===== config.mk =====
export PLATFORM = sky130hd
export DESIGN_NAME = rms_decibel_level_meter_top
export DESIGN_NICKNAME = d
export VERILOG_FILES = /design/src/rdlm_pkg.sv /design/src/rdlm_ctrl.sv /design/src/rdlm_datapath.sv /design/src/rms_decibel_level_meter_top.sv
export VERILOG_INCLUDE_DIRS = /design/src /design/src/src
export SDC_FILE = /design/constraint.sdc
export NUM_CORES = 2
export LEC_CHECK = 0
export BUFFER_PORTS_ARGS = -buffer_cell sky130_fd_sc_hd__clkbuf_2
export CAP_MARGIN = 20
export CORE_MARGIN = 5
export CORE_UTILIZATION = 60
export CTS_CLUSTER_SIZE = 12
export DETAILED_ROUTE_END_ITERATION = 8
export PLACE_DENSITY = 0.79
export SLEW_MARGIN = 20
export SYNTH_ARGS = -nofsm -noshare
export SYNTH_HDL_FRONTEND = slang
export SYNTH_SLANG_ARGS = --single-unit

===== constraint.sdc =====
create_clock -name clk_i -period 9.8 [get_ports clk_i]
set_input_delay 1.47 -clock clk_i [delete_from_list [all_inputs] [get_ports clk_i]]
set_output_delay 1.47 -clock clk_i [all_outputs]
set_load 0.01 [all_outputs]

===== src/assert_macros.svh =====
// ----------------------------------------------------------------------------
// Assertion macros
// Clocked concurrent assertion helpers used by the controller module.
// ----------------------------------------------------------------------------
`ifndef ASSERT_MACROS_SVH
`define ASSERT_MACROS_SVH

// property must hold at every clock edge outside reset
`define RDLM_ASSERT(lbl, prop) \
  lbl: assert property (@(posedge clk_i) disable iff (!rst_ni) prop) \
    else $error("assertion failed");

// condition must never be true outside reset
`define RDLM_ASSERT_NEVER(lbl, cond) \
  lbl: assert property (@(posedge clk_i) disable iff (!rst_ni) !(cond)) \
    else $error("forbidden condition");

`endif


===== src/rdlm_pkg.sv =====
// ----------------------------------------------------------------------------
// RMS level meter package
// Constants, command/status types and the elaboration-time log2 helper.
// ----------------------------------------------------------------------------
`default_nettype none

package rdlm_pkg;

  localparam int DC_SAMPLES = 16;
  localparam int ADC_BITS   = 10;
  localparam int BAR_WIDTH  = 116;
  localparam int DB_FLOOR_MAG = 2144;
  localparam int BAR_LOW    = 480;
  // divide by 1440 as a shift by 5 and a reciprocal of 45 in Q.20
  localparam int BAR_PRE_SHIFT   = 5;
  localparam int BAR_RECIP       = 23302;
  localparam int BAR_RECIP_SHIFT = 20;
  localparam int DIV_STEPS  = 48;
  localparam int SQR_STEPS  = 24;
  localparam int NORM_TOP   = 27;
  localparam logic [29:0] LOG_K = 30'd808071242;
  localparam logic [15:0] WINDOW_RESET = 16'd600;

  localparam logic [1:0] REG_WINDOW      = 2'd0;
  localparam logic [1:0] REG_CALIB_OFFS  = 2'd1;
  localparam logic [1:0] REG_CALIB_VALID = 2'd2;

  localparam longint FULL_SCALE =
    (((longint'(1) << ADC_BITS) - 1) * DC_SAMPLES) *
    (((longint'(1) << ADC_BITS) - 1) * DC_SAMPLES);

  function automatic logic [63:0] log2_q24(input logic [63:0] x);
    logic [63:0] m;
    logic [63:0] frac;
    logic [5:0]  n;
    n = '0;
    frac = '0;
    for (int i = 0; i < 64; i++) begin
      if (x[i]) n = 6'(i);
    end
    if (n >= 6'd30) m = x >> (n - 6'd30);
    else m = x << (6'd30 - n);
    for (int j = 0; j < 24; j++) begin
      m = (m * m) >> 30;
      frac = frac << 1;
      if (m >= (64'd1 << 31)) begin
        m = m >> 1;
        frac = frac | 64'd1;
      end
    end
    return (64'(n) << 24) | frac;
  endfunction

  localparam logic [28:0] LOG_FS = 29'(log2_q24(64'(FULL_SCALE)));

  typedef enum logic [3:0] {
    OP_NONE,
    OP_SAMPLE,
    OP_MS_LOAD,
    OP_DIV_STEP,
    OP_NORM_LOAD,
    OP_NORM_STEP,
    OP_SQR_STEP,
    OP_MAG,
    OP_MUL,
    OP_ROUND,
    OP_BAR_LOAD,
    OP_OUT_LOAD
  } op_e;

  typedef struct packed {
    logic in_ready;
    op_e  op;
  } cmd_t;

  typedef struct packed {
    logic last;
    logic div_done;
    logic norm_done;
    logic sqr_done;
    logic bar_skip;
    logic out_busy;
  } status_t;

endpackage

`default_nettype wire


===== src/rdlm_ctrl.sv =====
// ----------------------------------------------------------------------------
// RMS level meter controller
// Sequences sample intake and the end-of-window divide, log, bar and output steps.
// ----------------------------------------------------------------------------
`default_nettype none

`include "assert_macros.svh"

module rdlm_ctrl (
  input  wire logic             clk_i,
  input  wire logic             rst_ni,
  input  wire logic             in_valid_i,
  input  wire rdlm_pkg::status_t status_i,
  output rdlm_pkg::cmd_t        cmd_o
);

  typedef enum logic [3:0] {
    S_RUN,
    S_MSDIV,
    S_DIV_MS,
    S_NORM_LD,
    S_NORM,
    S_SQR,
    S_MAG,
    S_MUL,
    S_RND,
    S_BAR_LD,
    S_OUT
  } state_e;

  state_e state_q, state_d;

  always_comb begin
    state_d = state_q;
    cmd_o.in_ready = 1'b0;
    cmd_o.op = rdlm_pkg::OP_NONE;
    case (state_q)
      S_RUN: begin
        cmd_o.in_ready = 1'b1;
        if (in_valid_i) begin
          cmd_o.op = rdlm_pkg::OP_SAMPLE;
          if (status_i.last) state_d = S_MSDIV;
        end
      end
      S_MSDIV: begin
        cmd_o.op = rdlm_pkg::OP_MS_LOAD;
        state_d = S_DIV_MS;
      end
      S_DIV_MS: begin
        cmd_o.op = rdlm_pkg::OP_DIV_STEP;
        if (status_i.div_done) state_d = S_NORM_LD;
      end
      S_NORM_LD: begin
        cmd_o.op = rdlm_pkg::OP_NORM_LOAD;
        state_d = S_NORM;
      end
      S_NORM: begin
        cmd_o.op = rdlm_pkg::OP_NORM_STEP;
        if (status_i.norm_done) state_d = S_SQR;
      end
      S_SQR: begin
        cmd_o.op = rdlm_pkg::OP_SQR_STEP;
        if (status_i.sqr_done) state_d = S_MAG;
      end
      S_MAG: begin
        cmd_o.op = rdlm_pkg::OP_MAG;
        state_d = S_MUL;
      end
      S_MUL: begin
        cmd_o.op = rdlm_pkg::OP_MUL;
        state_d = S_RND;
      end
      S_RND: begin
        cmd_o.op = rdlm_pkg::OP_ROUND;
        state_d = S_BAR_LD;
      end
      S_BAR_LD: begin
        cmd_o.op = rdlm_pkg::OP_BAR_LOAD;
        state_d = S_OUT;
      end
      S_OUT: begin
        if (!status_i.out_busy) begin
          cmd_o.op = rdlm_pkg::OP_OUT_LOAD;
          state_d = S_RUN;
        end
      end
      default: state_d = S_RUN;
    endcase
  end

  always_ff @(posedge clk_i or negedge rst_ni) begin
    if (!rst_ni) begin
      state_q <= S_RUN;
    end else begin
      state_q <= state_d;
    end
  end

  `RDLM_ASSERT_NEVER(a_no_overwrite, cmd_o.op == rdlm_pkg::OP_OUT_LOAD && status_i.out_busy)
  `RDLM_ASSERT(a_last_ends_window,
               (cmd_o.op == rdlm_pkg::OP_SAMPLE && status_i.last) |=> state_q == S_MSDIV)
  `RDLM_ASSERT(a_sqr_to_mag, (state_q == S_SQR && status_i.sqr_done) |=> state_q == S_MAG)
  `RDLM_ASSERT_NEVER(a_busy_no_intake, cmd_o.op == rdlm_pkg::OP_SAMPLE && state_q != S_RUN)

endmodule

`default_nettype wire


===== src/rdlm_datapath.sv =====
// ----------------------------------------------------------------------------
// RMS level meter datapath
// DC and square accumulators, divider, log2 unit and output register.
// ----------------------------------------------------------------------------
`default_nettype none

module rdlm_datapath (
  input  wire logic               clk_i,
  input  wire logic               rst_ni,
  input  wire rdlm_pkg::cmd_t     cmd_i,
  output rdlm_pkg::status_t       status_o,
  input  wire logic [9:0]         sample_i,
  input  wire logic [15:0]        window_i,
  input  wire logic signed [12:0] calib_offset_i,
  input  wire logic               calib_valid_i,
  output logic                    out_valid_o,
  input  wire logic               out_ready_i,
  output logic signed [12:0]      dbfs_level_o,
  output logic signed [13:0]      spl_level_o,
  output logic [6:0]              bar_fill_o,
  output logic                    calibrated_o,
  output logic [27:0]             mean_square_o
);

  logic [16:0] phase_q;
  logic [13:0] dc_q;
  logic [47:0] sq_q;
  logic [15:0] k_q;
  logic [5:0]  cnt_q;
  logic        out_valid_q;

  logic [16:0] rem_q;
  logic [47:0] quo_q;
  logic [15:0] dvs_q;
  logic [27:0] ms_q;
  logic [27:0] x_q;
  logic [4:0]  n_q;
  logic [30:0] m_q;
  logic [23:0] frac_q;
  logic [28:0] mag_q;
  logic [58:0] prod_q;
  logic signed [12:0] dbfs_q;
  logic signed [13:0] spl_q;

  logic              is_dc;
  logic [16:0]       phase_inc;
  logic [16:0]       k_next;
  logic signed [15:0] cen;
  logic signed [31:0] cen_sq;
  logic [16:0]       rem_sh;
  logic              rem_ge;
  logic [16:0]       rem_nx;
  logic [61:0]       mm;
  logic [31:0]       mt;
  logic [28:0]       lms;
  logic [59:0]       rnd;
  logic [11:0]       r;
  logic signed [12:0] dbfs_d;
  logic signed [13:0] spl_d;
  logic [13:0]       bar_d;
  logic [18:0]       bar_prod;
  logic [13:0]       bar_pre;
  logic [28:0]       bar_rcp;
  logic [6:0]        bar_val;

  assign is_dc     = phase_q < 17'(rdlm_pkg::DC_SAMPLES);
  assign phase_inc = phase_q + 17'd1;
  assign k_next    = phase_inc - 17'(rdlm_pkg::DC_SAMPLES);
  assign cen       = $signed({2'b00, sample_i, 4'b0000}) - $signed({2'b00, dc_q});
  assign cen_sq    = cen * cen;

  assign rem_sh = {rem_q[15:0], quo_q[47]};
  assign rem_ge = rem_sh >= {1'b0, dvs_q};
  assign rem_nx = rem_ge ? (rem_sh - {1'b0, dvs_q}) : rem_sh;

  assign mm  = 62'(m_q) * 62'(m_q);
  assign mt  = mm[61:30];
  assign lms = {n_q, frac_q};

  assign rnd = {1'b0, prod_q} + (60'd1 << 47);
  assign r   = rnd[59:48];
  assign dbfs_d = (ms_q == '0 || r > 12'(rdlm_pkg::DB_FLOOR_MAG)) ?
                  -13'sd2144 : -$signed({1'b0, r});
  assign spl_d  = $signed({dbfs_q[12], dbfs_q}) +
                  $signed({calib_offset_i[12], calib_offset_i});

  assign bar_d    = spl_q - 14'(rdlm_pkg::BAR_LOW);
  assign bar_prod = 19'(bar_d[11:0]) * 19'(rdlm_pkg::BAR_WIDTH);
  assign bar_pre  = 14'(bar_prod >> rdlm_pkg::BAR_PRE_SHIFT);
  assign bar_rcp  = 29'(bar_pre) * 29'(rdlm_pkg::BAR_RECIP);
  assign bar_val  = status_o.bar_skip ? 7'd0 :
                    (quo_q > 48'(rdlm_pkg::BAR_WIDTH)) ? 7'(rdlm_pkg::BAR_WIDTH) : quo_q[6:0];

  assign status_o.last      = !is_dc && (k_next >= {1'b0, window_i});
  assign status_o.div_done  = cnt_q == 6'(rdlm_pkg::DIV_STEPS - 1);
  assign status_o.norm_done = x_q[27] || (x_q == '0);
  assign status_o.sqr_done  = cnt_q == 6'(rdlm_pkg::SQR_STEPS - 1);
  assign status_o.bar_skip  = spl_q <= $signed(14'(rdlm_pkg::BAR_LOW));
  assign status_o.out_busy  = out_valid_q;

  always_ff @(posedge clk_i or negedge rst_ni) begin
    if (!rst_ni) begin
      phase_q     <= '0;
      dc_q        <= '0;
      sq_q        <= '0;
      cnt_q       <= '0;
      out_valid_q <= 1'b0;
    end else begin
      if (out_valid_q && out_ready_i) out_valid_q <= 1'b0;
      case (cmd_i.op)
        rdlm_pkg::OP_SAMPLE: begin
          phase_q <= phase_inc;
          if (is_dc) dc_q <= dc_q + {4'b0000, sample_i};
          else sq_q <= sq_q + {20'd0, cen_sq[27:0]};
        end
        rdlm_pkg::OP_MS_LOAD: begin
          phase_q <= '0;
          dc_q    <= '0;
          sq_q    <= '0;
          cnt_q   <= '0;
        end
        rdlm_pkg::OP_DIV_STEP:  cnt_q <= cnt_q + 6'd1;
        rdlm_pkg::OP_NORM_STEP: if (status_o.norm_done) cnt_q <= '0;
        rdlm_pkg::OP_SQR_STEP:  cnt_q <= cnt_q + 6'd1;
        rdlm_pkg::OP_BAR_LOAD:  cnt_q <= '0;
        rdlm_pkg::OP_OUT_LOAD:  out_valid_q <= 1'b1;
        default: ;
      endcase
    end
  end

  always_ff @(posedge clk_i) begin
    case (cmd_i.op)
      rdlm_pkg::OP_SAMPLE: begin
        k_q <= k_next[15:0];
      end
      rdlm_pkg::OP_MS_LOAD: begin
        rem_q <= '0;
        quo_q <= sq_q;
        dvs_q <= k_q;
      end
      rdlm_pkg::OP_DIV_STEP: begin
        rem_q <= rem_nx;
        quo_q <= {quo_q[46:0], rem_ge};
      end
      rdlm_pkg::OP_NORM_LOAD: begin
        ms_q <= quo_q[27:0];
        x_q  <= quo_q[27:0];
        n_q  <= 5'(rdlm_pkg::NORM_TOP);
      end
      rdlm_pkg::OP_NORM_STEP: begin
        if (status_o.norm_done) begin
          m_q    <= {x_q, 3'b000};
          frac_q <= '0;
        end else begin
          x_q <= {x_q[26:0], 1'b0};
          n_q <= n_q - 5'd1;
        end
      end
      rdlm_pkg::OP_SQR_STEP: begin
        if (mt[31]) begin
          m_q    <= mt[31:1];
          frac_q <= {frac_q[22:0], 1'b1};
        end else begin
          m_q    <= mt[30:0];
          frac_q <= {frac_q[22:0], 1'b0};
        end
      end
      rdlm_pkg::OP_MAG: begin
        mag_q <= (rdlm_pkg::LOG_FS > lms) ? (rdlm_pkg::LOG_FS - lms) : '0;
      end
      rdlm_pkg::OP_MUL: begin
        prod_q <= 59'(mag_q) * 59'(rdlm_pkg::LOG_K);
      end
      rdlm_pkg::OP_ROUND: begin
        dbfs_q <= dbfs_d;
        spl_q  <= $signed({dbfs_d[12], dbfs_d}) +
                  $signed({calib_offset_i[12], calib_offset_i});
      end
      rdlm_pkg::OP_BAR_LOAD: begin
        quo_q <= 48'(bar_rcp >> rdlm_pkg::BAR_RECIP_SHIFT);
      end
      rdlm_pkg::OP_OUT_LOAD: begin
        dbfs_level_o  <= dbfs_q;
        spl_level_o   <= spl_d;
        bar_fill_o    <= bar_val;
        calibrated_o  <= calib_valid_i;
        mean_square_o <= ms_q;
      end
      default: ;
    endcase
  end

  assign out_valid_o = out_valid_q;

endmodule

`default_nettype wire


===== src/rms_decibel_level_meter_top.sv =====
// ----------------------------------------------------------------------------
// RMS decibel level meter
// Windowed DC removal, mean square, dBFS, calibrated SPL and bar fill.
// ----------------------------------------------------------------------------
// Throughput: one sample per cycle while a window is being collected.
// After the last sample of a window, input stalls while the 48-step divider, the
// normalize shifter and 24 squarings run.
// The result waits in an output register, and the stall grows only while the previous
// result is still unaccepted.
// Reset: registers return to defaults (window 600), the window restarts in DC phase.
`default_nettype none

module rms_decibel_level_meter_top (
  input  wire logic               clk_i,
  input  wire logic               rst_ni,
  input  wire logic               cfg_valid_i,
  output logic                    cfg_ready_o,
  input  wire logic [1:0]         cfg_index_i,
  input  wire logic [15:0]        cfg_data_i,
  input  wire logic               in_valid_i,
  output logic                    in_ready_o,
  input  wire logic [9:0]         sample_i,
  output logic                    out_valid_o,
  input  wire logic               out_ready_i,
  output logic signed [12:0]      dbfs_level_o,
  output logic signed [13:0]      spl_level_o,
  output logic [6:0]              bar_fill_o,
  output logic                    calibrated_o,
  output logic [27:0]             mean_square_o
);

  logic [15:0]        window_q;
  logic signed [12:0] calib_offset_q;
  logic               calib_valid_q;
  logic [15:0]        window_eff;

  rdlm_pkg::cmd_t    cmd;
  rdlm_pkg::status_t status;

  assign cfg_ready_o = 1'b1;
  assign window_eff  = (window_q == '0) ? 16'd1 : window_q;
  assign in_ready_o  = cmd.in_ready;

  always_ff @(posedge clk_i or negedge rst_ni) begin
    if (!rst_ni) begin
      window_q       <= rdlm_pkg::WINDOW_RESET;
      calib_offset_q <= '0;
      calib_valid_q  <= 1'b0;
    end else if (cfg_valid_i) begin
      case (cfg_index_i)
        rdlm_pkg::REG_WINDOW:      window_q <= cfg_data_i;
        rdlm_pkg::REG_CALIB_OFFS:  calib_offset_q <= $signed(cfg_data_i[12:0]);
        rdlm_pkg::REG_CALIB_VALID: calib_valid_q <= cfg_data_i[0];
        default: ;
      endcase
    end
  end

  rdlm_ctrl u_ctrl (
    .clk_i      (clk_i),
    .rst_ni     (rst_ni),
    .in_valid_i (in_valid_i),
    .status_i   (status),
    .cmd_o      (cmd)
  );

  rdlm_datapath u_datapath (
    .clk_i          (clk_i),
    .rst_ni         (rst_ni),
    .cmd_i          (cmd),
    .status_o       (status),
    .sample_i       (sample_i),
    .window_i       (window_eff),
    .calib_offset_i (calib_offset_q),
    .calib_valid_i  (calib_valid_q),
    .out_valid_o    (out_valid_o),
    .out_ready_i    (out_ready_i),
    .dbfs_level_o   (dbfs_level_o),
    .spl_level_o    (spl_level_o),
    .bar_fill_o     (bar_fill_o),
    .calibrated_o   (calibrated_o),
    .mean_square_o  (mean_square_o)
  );

endmodule

`default_nettype wire


### Yosys cells after proc, flatten, opt, wreduce, memory -nomap -nowiden

Index checks and enable logic that the tools add are counted.

| word-level totals | value |
|---|---|
| bits of input ports | 33 |
| latch bits | 0 |
| output and inout port bits | 66 |
| logic and storage cells | 154 |
| RAM bits | 0 |
| register bits | 509 |
| ROM bits | 0 |
| memories kept | 0 |

| cells by class | value |
|---|---|
| $add $sub $neg | 14 |
| muxes and demuxes | 36 |
| shift-type cells | 0 |
| bitwise operators | 0 |
| multipliers | 5 |
| equality and inequality tests | 35 |
| divide/modulo/power cells | 0 |
| $lt $le $gt $ge | 7 |
| reductions and logical operators | 29 |

Operator list:

| operator | number |
|---|---|
| $pmux 48 s3 | 1 |
| $pmux 48 s2 | 1 |
| $pmux 4 s11 | 2 |
| $mul 31x31->62 | 1 |
| $mux 31 | 2 |
| $pmux 31 s2 | 1 |
| $add 59x48->60 const B | 1 |
| $mul 29x29->58 const B | 1 |
| $logic_not 28->1 | 2 |
| $pmux 28 s2 | 1 |
| $add 48x28->48 | 1 |
| $gt 48x7->1 const B | 1 |
| $mux 48 | 1 |
| $pmux 24 s2 | 1 |
| $ge 17x16->1 | 2 |
| $pmux 17 s2 | 1 |
| $eq 4x3->1 const B | 8 |
| $mux 16 | 2 |
| $pmux 16 s2 | 1 |
| $gt 29x29->1 const A | 1 |
| $sub 29x29->29 const A | 1 |
| $add 13x13->14 | 2 |
| $eq 4x4->1 const B | 7 |
| $mul 14x14->28 const B | 1 |
| 45 further kinds | 83 |

### Logic depth before layout (Yosys ltp)

| depth | value |
|---|---|
| word-level depth | 7 |
| gate-level depth with buffers | 45 |
| gate-level depth less buffers | 42 |

### By module

From an unflattened synthesis, not the netlist that was laid out.

| second synthesis, totals | value |
|---|---|
| cells, all modules | 6,887 |
| area total of the unflattened synthesis | 70,191.1 µm² |

Modules (own cells, without submodules):

| module | area an instance (µm²) | cells an instance | seq. area each (µm²) | instances |
|---|---|---|---|---|
| rdlm_datapath | 68,599.5 | 6,761 | 12,451.9 | 1 |
| rms_decibel_level_meter_top | 1,247.4 | 87 | 755.7 | 1 |
| rdlm_ctrl | 344.1 | 39 | 100.1 | 1 |

### Worst setup path after synthesis

OpenSTA, ideal clock, no wires.

| timing | value |
|---|---|
| path type | input to register |
| from | in sample_i[0] |
| to | reg u_datapath.sq_q[36] |
| arrival | 10.126 ns |
| path buffers | 2 |
| setup time | 0.121 ns |
| stages | 37 |
| required time | 9.679 ns |
| path slack | -0.446 ns |
| path through | ha_1 -> nor4bb_1 -> o211ai_1 -> a21oi_1 -> a211o_1 -> o41ai_2 -> o21bai_1 -> a21o_1 -> clkbuf_1 -> clkbuf_1 -> nor2_1 -> fa_1 -> inv_1 -> fa_1 -> inv_1 -> fa_1 -> fa_1 -> fa_1 -> inv_1 -> fa_1 -> inv_1 -> ha_1 -> nor2b_1 -> o21ai_0 -> nand2b_1 -> a21oi_1 -> a2bb2oi_1 -> o21ai_0 -> o41ai_1 -> o21ai_0 -> xnor2_1 -> ha_1 -> nand2_1 -> o31a_1 -> a31oi_1 -> a31oi_1 -> a41o_1 |

| on the way | value |
|---|---|
| cells in the longest elaborated chain, start to end | 5 |

RTL lines:

| element | RTL line | RTL |
|---|---|---|
| from (decl) | rms_decibel_level_meter_top.sv:22 | `input wire logic [9:0] sample_i,` |
| $sub 14x14->15 | rdlm_datapath.sv:69 | `assign cen = $signed({2'b00, sample_i, 4'b0000}) - $signed({2'b00, dc_q});` |
| $mul 15x15->28 | rdlm_datapath.sv:70 | `assign cen_sq = cen * cen;` |
| $add 48x28->48 | rdlm_datapath.sv:114 | `else sq_q <= sq_q + {20'd0, cen_sq[27:0]};` |
| $mux 48 | rdlm_datapath.sv:113 | `if (is_dc) dc_q <= dc_q + {4'b0000, sample_i};` |
| $pmux 48 s2 | rdlm_datapath.sv:110 | `case (cmd_i.op)` |
| to (signal assigned) | rdlm_datapath.sv:114 |  |
| to (decl) | rdlm_datapath.sv:27 | `logic [47:0] sq_q;` |

Every way passes these cells. The select of a mux whose other input is x is not followed.
A chain may end at the register's enable or synchronous reset.

### Worst setup path after layout

| timing | value |
|---|---|
| from | in sample_i[0] |
| to | reg u_datapath.sq_q[44] |

The elaborated chain is that of the path after synthesis.

==> impl_metrics.ini <==
[route]
drt-pass1-iter-count = 8
ant_nets = 0
drtIter0Drc = 3558
vias = 50684
drc = 0
via_per_inst = 5.72
drt-total-wl_mm = 177
avgRoutedWirePerCell_um = 20.0

[global_routing]
grt_antenna_before_repair = 7
grt_max_degree = 69
grt_pass1_vias = 54054
grt_pass1_wl_mm = 285
grt.total_usage = 0.287
overflow = 0

[sta]
timing.final.crit_share = 0.960
timing.slew.headroom = 0.232
skew_ps = 30.4
setup_violations = 0
tns_ps = 0
maxSlewViolCount = 0
fmax_mhz = 106
hold_viol = 0
fin_crit_ps = 9410
tightestPinTransition_ps = 1150

[setup_path]
max_stage_delay_ps = 550
cp.arrival_ps = 9920
cp-end-kind = register
required_ps = 10310
worst_setup_path_start_kind = primary input
setup.worst_path.class = primary input to register
cp_common_cell = fa_1
crit_fanout = 8
critPathSlowestCell = fa_1

[die]
dieHeight_um = 354
io_pins = 99
core.rowCount = 126
initial_core_util = 0.602
coreArea_um2 = 118000
dieArea_um2 = 125000
die_w_um = 354

[cts]
cts_tree = done
clk_pin_slew_ps = 60
cts_max_path_buffers = 3
cts_sinks = 463
cts_root_buf = clkbuf_16
insertion_delay_ps = 630
postCtsHoldBufs = 0
cts_buffers = 51
h-tree-depth = 2

[synthesis]
netlist_instances = 7052
avgSynthCellArea_um2 = 10.0
synth_seq_area_share = 0.188
synthDistinctLibCells = 90
ys_ff_latch = 463
syn_nets = 9173
netlist_area_um2 = 70800
async_flop_share = 0.259
synth_flop_cell = edfxtp_1
yosys_warnings = 0
synth_edf_count = 343

[power]
powerDensity_nw_per_um2 = 149
p_leak_nw = 39.2
peakVddDrop_mv = 0.535
power.total_w = 0.0114

[run_status]
status = finished clean

[cells_and_area]
area_delta_synth_final_pct = 8.04
multi_input_area_um2 = 51100
ff_latch_area_um2 = 13300
final_cell_mix = inv_1 (1595), fa_1 (1167), ha_1 (915)
fill_cells = 9014
final_common_cell = inv_1
drive_above_1_share = 0.0786
num-nets-final = 9403
fin_area_um2 = 76500

[job]
maxCapViolations = 0

[place]
placed_area_um2 = 74600
gp_congestion = 0.955
portBuffers = 97
hpwl_mm = 145

[min_path]
hold_path.class = register to register
[sequential cells by signal (all words and copies together) (netlist names), 4 cells and up]
signal / count
window_q: 16
u_datapath.frac_q: 24
u_datapath.spl_level_o: 14
u_datapath.mean_square_o: 28
u_datapath.prod_q: 12
u_datapath.bar_fill_o: 7
u_datapath.cnt_q: 6
u_datapath.phase_q: 17
u_datapath.spl_q: 14
u_datapath.x_q: 28
u_datapath.n_q: 5
u_datapath.ms_q: 28
u_datapath.mag_q: 29
u_datapath.k_q: 16
u_ctrl.state_q: 4
u_datapath.m_q: 31
u_datapath.sq_q: 48
u_datapath.quo_q: 48
u_datapath.dbfs_q: 13
u_datapath.dc_q: 14
u_datapath.dbfs_level_o: 13
u_datapath.dvs_q: 16
calib_offset_q: 13
u_datapath.rem_q: 16
[synthesized netlist by cell type, types with 35 or more instances]
library cell / n / area, um2
nand3_1: 121 / 606
and2_1: 221 / 1380
fa_1: 1169 / 23400
nand2_1: 534 / 2000
edfxtp_1: 343 / 10300
ha_1: 919 / 11500
xor2_1: 85 / 744
nor4_1: 37 / 231
clkbuf_1: 151 / 567
nor3_1: 59 / 295
a22o_1: 42 / 368
a21oi_1: 194 / 971
nand4_1: 41 / 257
and3_1: 46 / 288
o21ai_1: 36 / 180
xnor2_1: 180 / 1580
inv_1: 1598 / 6000
dfrtp_1: 116 / 2900
nor2b_1: 35 / 219
a21o_1: 95 / 713
nand2b_1: 38 / 238
mux2i_1: 53 / 531
mux2_2: 41 / 462
o21ai_0: 197 / 986
nor2_1: 338 / 1270
[what timing repair did]
action | 4_1_cts | 5_1_grt
setup endpoints to repair | 0 | 27
buffers inserted | 0 | 5
resized for setup | 0 | 39
[stage by stage]
step	std cells	worst slack [ps]	utilization	hold WS, ps
after floorplan	7052	2.84	-	400
after detailed placement	8759	-547	0.635	406
after global routing	8860	-21.1	0.651	424
final	8861	391	0.651	417
after CTS	8854	102	0.649	420
after global placement	8758	-426	0.635	402
[power by group]
| part | switching (W) | total (W) | internal [W] |
|---|---|---|---|
| clock network | 0.000832 | 0.00190 | 0.00107 |
| registers | 0.0000268 | 0.00215 | 0.00212 |
| logic | 0.00379 | 0.00735 | 0.00356 |
| total | 0.00465 | 0.0114 | 0.00676 |
[worst max-delay path, delay by kind of cell]
| kind | cells | cell delay [ps] |
|---|---|---|
| buf+inv | 10 | 1010 |
| simple gates | 4 | 480 |
| fa+ha+maj | 9 | 3840 |
| xor+xnor | 2 | 300 |
| compound gates | 15 | 2780 |
[final timing paths]
path                               startpoint              endpoint  slack, ps  depth (start not counted)
hold / removal             u_datapath.k_q[10]  u_datapath.dvs_q[10]        420                          0
min in group asynchronous              rst_ni    u_datapath.dc_q[4]        780                          1
hold reg to reg            u_datapath.k_q[10]  u_datapath.dvs_q[10]        420                          0
max in group asynchronous              rst_ni   u_datapath.sq_q[40]       7630                          2
setup / recovery                  sample_i[0]   u_datapath.sq_q[44]        390                         40
setup reg to reg            u_datapath.m_q[5]    u_datapath.m_q[29]        500                         26
[cell type report]
class,instances,share of cell area
diodes,1,0.0000327
well taps,1536,0.0251
clock inverters,19,0.00222
repair buffers,356,0.0328
multi-input cells,4797,0.668
inverters,1613,0.0792
flip-flops and latches,463,0.174
clock buffers,76,0.0192
[cell families (layout without fill, tap and decap cells)]
logic type / count (synthesis) / after routing / synth area share
adders and majority gates: 2088 / 2088 / 0.493
buffers and inverters: 1792 / 2064 / 0.0954
and+or+nand+nor: 1546 / 1546 / 0.104
AOI/OAI and AO/OA: 800 / 800 / 0.0724
DFF: 463 / 463 / 0.188
xor gates and xnor gates: 266 / 266 / 0.0331
muxes: 96 / 96 / 0.0143
other: 1 / 2 / 0.0000529
[routing by layer]
layer	routed length [um]	global-route usage	vias to the layer above
met2	82900	0.469	1964
met5	27	0	-
li1	-	-	22943
met3	16200	0.0639	468
met4	6910	0.0958	4
met1	71100	0.384	25305
Note: power is estimated with default switching activity, not from simulation.
